**config.mk**
```make
export PLATFORM = sky130hd
export DESIGN_NAME = gve_ctrl
export DESIGN_NICKNAME = d
export VERILOG_FILES = /design/src/hdl/gve_pkg.sv /design/src/hdl/gve_ctrl.sv
export SDC_FILE = /design/constraint.sdc
export NUM_CORES = 1
export LEC_CHECK = 0
export ABC_AREA = 1
export ABC_CLOCK_PERIOD_IN_PS = 1700
export BUFFER_PORTS_ARGS = -buffer_cell sky130_fd_sc_hd__buf_4
export CELL_PAD_IN_SITES_DETAIL_PLACEMENT = 0
export CELL_PAD_IN_SITES_GLOBAL_PLACEMENT = 1
export CORE_MARGIN = 2
export CORE_UTILIZATION = 33
export DETAILED_ROUTE_END_ITERATION = 6
export GPL_TIMING_DRIVEN = 0
export PLACE_DENSITY = 0.89
export SYNTH_ARGS = -nofsm -noshare
export SYNTH_HDL_FRONTEND = slang
export SYNTH_SLANG_ARGS = --single-unit
```
**constraint.sdc**
```tcl
create_clock -name clk -period 1.7 [get_ports clk]
set_input_delay 0.34 -clock clk [delete_from_list [all_inputs] [get_ports clk]]
set_output_delay 0.34 -clock clk [all_outputs]
set_load 0.005 [all_outputs]
```
**src/hdl/gve_pkg.sv**
```systemverilog
`timescale 1ns / 1ps
package gve_pkg;
	localparam int MAX_COLS = 64;
	localparam int MAX_ROWS = 64;
	localparam int CELLS = MAX_COLS * MAX_ROWS;
	localparam int AW = $clog2(CELLS);
	localparam int DIM_W = 7;

	typedef enum logic [1:0] {
		OP_LOAD = 2'd0,
		OP_RUN = 2'd1,
		OP_READ = 2'd2,
		OP_NONE = 2'd3
	} op_t;

	typedef enum logic [1:0] {
		KIND_LOAD = 2'd0,
		KIND_RUN = 2'd1,
		KIND_READ = 2'd2
	} kind_t;

	typedef enum logic [1:0] {
		REG_COLS = 2'd0,
		REG_ROWS = 2'd1,
		REG_LAYERS = 2'd2
	} reg_t;

	typedef enum logic [3:0] {
		ST_IDLE,
		ST_LOAD,
		ST_READ,
		ST_LAYER,
		ST_NB_ADDR,
		ST_NB_WAIT,
		ST_CELL_DONE,
		ST_COPY,
		ST_COPY_WAIT,
		ST_DIV,
		ST_OUT
	} state_t;

	typedef struct packed {
		logic load_wr;
		logic read_rd;
		logic cell_start;
		logic nb_issue;
		logic nb_take;
		logic cell_write;
		logic copy_rd;
		logic copy_wr;
		logic div_start;
		logic div_step;
		logic next_cell;
		logic layer_start;
		logic pos_start;
		logic pos_step;
	} cmd_t;

	typedef struct packed {
		logic pos_fresh;
		logic pos_done;
		logic nb_last;
		logic cell_last;
		logic div_done;
	} sts_t;
endpackage

```
**src/hdl/gve_ctrl.sv**
```systemverilog
`timescale 1ns / 1ps
module gve_ctrl import gve_pkg::*; (
	input logic clk,
	input logic arst_n,
	input logic in_valid,
	input logic [1:0] opcode,
	output logic in_stall,
	input logic out_full,
	input logic [3:0] layer_count,
	input sts_t sts,
	output cmd_t cmd,
	output logic res_load,
	output kind_t res_kind
);
	state_t state_q, state_d;
	logic [3:0] layer_q, layer_d;
	kind_t kind_q, kind_d;

	always_ff @(posedge clk or negedge arst_n) begin
		if (!arst_n) begin
			state_q <= ST_IDLE;
			layer_q <= '0;
			kind_q <= KIND_LOAD;
		end else begin
			state_q <= state_d;
			layer_q <= layer_d;
			kind_q <= kind_d;
		end
	end

	always_comb begin
		state_d = state_q;
		layer_d = layer_q;
		kind_d = kind_q;
		cmd = '0;
		res_load = 1'b0;
		res_kind = kind_q;
		in_stall = 1'b1;
		case (state_q)
			ST_IDLE: begin
				if (!sts.pos_fresh) begin
					cmd.pos_start = 1'b1;
					state_d = ST_LOAD;
				end else begin
					in_stall = 1'b0;
					if (in_valid) begin
						case (opcode)
							OP_LOAD: begin
								cmd.load_wr = 1'b1;
								kind_d = KIND_LOAD;
								state_d = ST_OUT;
							end
							OP_RUN: begin
								kind_d = KIND_RUN;
								layer_d = '0;
								state_d = ST_LAYER;
							end
							OP_READ: begin
								cmd.read_rd = 1'b1;
								kind_d = KIND_READ;
								state_d = ST_READ;
							end
							default: ;
						endcase
					end
				end
			end
			ST_LOAD: begin
				cmd.pos_step = 1'b1;
				if (sts.pos_done) state_d = ST_IDLE;
			end
			ST_READ: state_d = ST_OUT;
			ST_LAYER: begin
				if (layer_q == layer_count) state_d = ST_OUT;
				else begin
					cmd.layer_start = 1'b1;
					state_d = ST_NB_ADDR;
				end
			end
			ST_NB_ADDR: begin
				cmd.nb_issue = 1'b1;
				state_d = ST_NB_WAIT;
			end
			ST_NB_WAIT: begin
				cmd.nb_take = 1'b1;
				if (sts.nb_last) state_d = ST_DIV;
				else state_d = ST_NB_ADDR;
				if (sts.nb_last) cmd.div_start = 1'b1;
			end
			ST_DIV: begin
				cmd.div_step = 1'b1;
				if (sts.div_done) state_d = ST_CELL_DONE;
			end
			ST_CELL_DONE: begin
				cmd.cell_write = 1'b1;
				cmd.next_cell = 1'b1;
				if (sts.cell_last) begin
					cmd.cell_start = 1'b1;
					state_d = ST_COPY;
				end else state_d = ST_NB_ADDR;
			end
			ST_COPY: begin
				cmd.copy_rd = 1'b1;
				state_d = ST_COPY_WAIT;
			end
			ST_COPY_WAIT: begin
				cmd.copy_wr = 1'b1;
				cmd.next_cell = 1'b1;
				if (sts.cell_last) begin
					layer_d = layer_q + 4'd1;
					state_d = ST_LAYER;
				end else state_d = ST_COPY;
			end
			ST_OUT: begin
				if (!out_full) begin
					res_load = 1'b1;
					state_d = ST_IDLE;
				end
			end
			default: state_d = ST_IDLE;
		endcase
	end

	a_layer_bound: assert property (@(posedge clk) disable iff (!arst_n)
		(state_q == ST_COPY_WAIT) |-> (layer_q < layer_count))
		else $error("layer counter past count");
	a_out_kind: assert property (@(posedge clk) disable iff (!arst_n)
		res_load |-> (state_q == ST_OUT))
		else $error("result outside output state");
	a_idle_take: assert property (@(posedge clk) disable iff (!arst_n)
		(state_q != ST_IDLE) |-> in_stall)
		else $error("input taken while busy");
endmodule

```
# After elaboration in Yosys (flattened, before gate mapping)
# Cells that the tools add are included.
dict set report classes {
  mux 41
  reduce_logical 8
  n_eq_ne 22
  addsub 1
}
# operator count
set op_table {}
lappend op_table {{$mux W4} 11}
lappend op_table {{$pmux W4 S11} 1}
lappend op_table {{$mux W1} 21}
lappend op_table {{$eq A4 B3 Y1 const B} 4}
lappend op_table {{$eq A4 B4 Y1 const B} 3}
lappend op_table {{$ne A2 B2 Y1 const B} 6}
lappend op_table {{$pmux W4 S3} 1}
lappend op_table {{$reduce_and A5 Y1} 2}
lappend op_table {{$eq A4 B2 Y1 const B} 2}
lappend op_table {{$mux W2} 4}
lappend op_table {{$pmux W4 S2} 1}
lappend op_table {{$pmux W2 S3} 1}
lappend op_table {{$ne A5 B2 Y1 const B} 1}
lappend op_table {{$add A4 B1 Y4 const B} 1}
lappend op_table {{$eq A4 B1 Y1 const B} 1}
lappend op_table {{$eq A4 B4 Y1} 1}
lappend op_table {{$logic_not A4 Y1} 1}
lappend op_table {{$reduce_and A4 Y1} 1}
lappend op_table {{$mux W3} 1}
lappend op_table {{$ne A3 B3 Y1 const B} 1}
lappend op_table {{$reduce_bool A3 Y1} 1}
lappend op_table {{$eq A2 B1 Y1 const B} 1}
lappend op_table {{$eq A2 B2 Y1 const B} 1}
lappend op_table {{$logic_not A2 Y1} 1}
lappend op_table {{3 further kinds} 3}
dict set report word_totals {
  reg_bits 10
  out_inout_bits 18
}

# Logic depth before layout (Yosys ltp)
dict set report depth {
  depth_word 5
  depth_mapped 10
  depth_no_buf 10
}

# Worst setup path before layout
# No wires, ideal clock.
dict set report synth_timing {
  path_type {reg2reg}
  startpoint {register state_q[0]}
  endpoint {register kind_q[1], in the netlist res_kind[1]}
  n_path_buf 1
  period_less_slack_ps 1299
  setup_ps 118
  path_slack_ps 401
  arrival_time_ps 1181
  t_required_ps 1582
  stages_incl_launch_ff 9
  path_cell_list {dfrtp_1 -> buf_6 -> nor2_4 -> nand2_2 -> nor2_2 -> nand2_1 -> or2_4 -> nand2_1 -> o21ai_2}
}
dict set report synth_via {
  elab_chain_cells 2
}
# element line
set synth_lines {}
lappend synth_lines {{start: declaration} gve_ctrl.sv:15} ;# state_t state_q, state_d;
lappend synth_lines {{start signal: assignment} gve_ctrl.sv:25} ;# state_q <= state_d;
lappend synth_lines {{$logic_not A4 Y1} gve_ctrl.sv:39} ;# case (state_q)
lappend synth_lines {{$reduce_and A4 Y1 (no source line)} --}
lappend synth_lines {{end signal: assignment} gve_ctrl.sv:27} ;# kind_q <= kind_d;
lappend synth_lines {{end: declaration} gve_ctrl.sv:17} ;# kind_t kind_q, kind_d;
# Every way passes these cells.
# A chain may end at the register's enable or synchronous reset.

==> flow_metrics.tcl <==
set metrics [dict create \
    power.switching_fraction_pct 45.1 \
    cts_root_buf "clkbuf_4" \
    diodes 0 \
    cts.sinks 10 \
    post-route-min-period_ps 1700 \
    drv_cap 0 \
    drt_iter0_drc 32 \
    yosys.area.top_type "dfrtp_1" \
    seqPwrFrac_pct 24.7 \
    hold_path.class "primary input to flop" \
    critPathRequiredTime_ps 1360 \
    synth_flop_cell "dfrtp_1" \
    leakagePower_uw 0.000805 \
    setup_viol 0 \
    row_count 19 \
    drtPass1Iterations 4 \
    wl_mm 2.29 \
    syn_area_um2 942 \
    dieHeight_um 57.4 \
    fin_util_pct 49.4 \
    gp_congestion 0.776 \
    vias 1047 \
    pwr-share-comb_pct 63.1 \
    rsz0062_at_grt "yes" \
    clock_skew_ps 4.02 \
    clock_latency_ps 260 \
    synth_most_common_cell "nand2_1" \
    crit_path_end_kind "output port" \
    die_w_um 57.4 \
    ys_ff_latch 10 \
    initial_utilization_pct 34.5 \
    cts_max_level 1 \
    ir_drop_uv 799 \
    crit_type "flop to output port" \
    io_buffers 32 \
    hold_viol 0 \
    overflow 0 \
    path_max_fanout 5 \
    yosys-top-cells-count "49 x nand2_1, 27 x inv_1, 19 x nor2_1, 14 x nand3_1, 10 x dfrtp_1" \
    instances_no_fill 225 \
    dp.cells 215 \
    synth-async-reset-ratio_pct 100 \
    relSlewSlack_pct 84.8 \
    cts.clk_slew.worst_paths_ps 70 \
    drcViolationCount 0 \
    grt_pass1_wl_mm 3.90 \
    max_slew.worst_pin.slew_ps 226 \
    synth_fp_nets 172 \
    ioPinCount 33 \
    synthDistinctLibCells 22 \
    cts_buffers 3 \
    dieArea_um2 3300 \
    drv_slew 0 \
    avgSynthCellArea_um2 6.20 \
    drive_above_1_share_pct 36.1 \
    vias_per_cell 4.65 \
    postSynthCellCount 152 \
    area_delta_synth_final_pct 43.4 \
    p_sw_uw 771 \
    synth_edf_count 0 \
    drtAntennaViolNets 0 \
    ys_warn_count 0 \
    fin_crit_sh_pct 99.8 \
    num-nets-final 215 \
    fmax_mhz 589 \
    yosys-top-cells-area "dfrtp_1 27%, nand2_1 20%, inv_1 11%" \
    place_hpwl_mm 1.87 \
    wl_per_cell_um 10.2 \
    cts_tree "yes" \
    coreArea_um2 2730 \
    critPathArrivalTime_ps 1360 \
    clockPowerShare_pct 12.2 \
    status "finished, final reports clean" \
    antenna_found_initial 0 \
    grt_max_degree 11 \
    grtUsageTotal_pct 14.7 \
    synth_top_area_share_pct 26.6 \
    yosysSeqAreaShare_pct 26.6 \
    grt_pass1_vias 940 \
    clk_path_buf_depth 2 \
    start_kind "flop" \
    power_density_nw_per_um2 1270 \
    power.internal_uw 938 \
]
timing repair:
| action | in CTS | in global routing |
|---|---|---|
| pin swaps | 0 | 1 |
| setup endpoints to repair | 5 | 12 |
| hold buffers | 1 | 0 |
| gates resized for setup | 8 | 8 |
| setup buffers | 0 | 5 |
| gates cloned | 0 | 0 |
| endpoints found under the hold margin | 10 | 0 |
power by group through the flow:
stage               sequential (uW)  clock [uW]  combinational [uW]
floorplan                       392           0                 638
finish                          422         209                1080
CTS                             416         218                 957
global placement                406           0                 919
global route                    435         238                1210
detailed placement              409           0                 927
worst max-delay path, cell delays in order, from the launching register on:
cell and delay, ps:
dfrtp_2 470, nor2_4 180, nand2_4 80, nor2_4 90
nand2_2 70, nor2_1 90, buf_4 110
through the flow:
stage / setup WS [ps] / setup TNS, ps / instance area (um^2) / power [uW] / hold slack, ps
global route: -90.8 / -419 / 1350 / 1880 / 402
global placement: 207 / 0 / 1220 / 1320 / 174
CTS: -2.99 / -3.22 / 1290 / 1590 / 395
finish: 3.11 / 0 / 1350 / 1710 / 402
floorplan: 401 / 0 / 942 / 1030 / 44.4
detailed placement: 185 / 0 / 1220 / 1340 / 178
registers in the layout, indices dropped and copies added, names as in the netlist:
name / count
res_kind: 2
state_q: 4
layer_q: 4
layout by cell type (no fill, tap or decap), types with 2 or more instances in the layout:
cell	count
nor2_4	6
dfrtp_2	2
nor2_2	4
clkbuf_4	3
nand3_1	14
inv_1	25
ha_1	5
o21ai_0	2
nor2_1	16
nand2_2	5
dfrtp_1	8
nand3b_1	2
buf_4	37
o21ai_2	2
inv_2	4
nand2_1	46
layout make-up:
class,count,area (um^2)
Multi-Input combinational cell,112,616
Inverter,29,109
Timing Repair Buffer,38,288
Sequential cell,10,253
Fill cell,291,1380
Buffer,1,11.3
Clock buffer,4,36.3
Tap cell,31,38.8
logic make-up (layout without fill, tap and decap cells):
group | count (synthesis) | after routing | share of synthesized area, %
xor+xnor | 2 | 2 | 1.86
flops | 10 | 10 | 26.6
fa+ha+maj | 5 | 5 | 6.64
simple gates | 98 | 98 | 47.0
compound gates | 7 | 7 | 5.18
buf+inv | 30 | 72 | 12.7
path summary, 6_finish.rpt:
check / slack, ps / to / start / depth (start not counted)
max in group asynchronous: 1100 / state_q[1] / arst_n / 2
worst min-delay path: 400 / state_q[1] / out_full / 3
worst min register to register: 490 / res_kind[0] / res_kind[0] / 2
worst max register to register: 320 / res_kind[1] / state_q[3] / 7
min in group asynchronous: 450 / layer_q[3] / arst_n / 2
worst max-delay path: 3 / cmd[13] / state_q[3] / 6
layer usage:
layer  part of all wire [%]  routed length, um  GRT usage [%]  up-vias
met5                      0                  0              0        -
met4                    1.4                 33           4.98        0
met3                    6.1                141           2.72        2
met2                     49               1120           24.5       32
met1                     44                998           19.2      470
li1                       -                  -              -      543
Note: power is estimated with default switching activity, not from simulation.
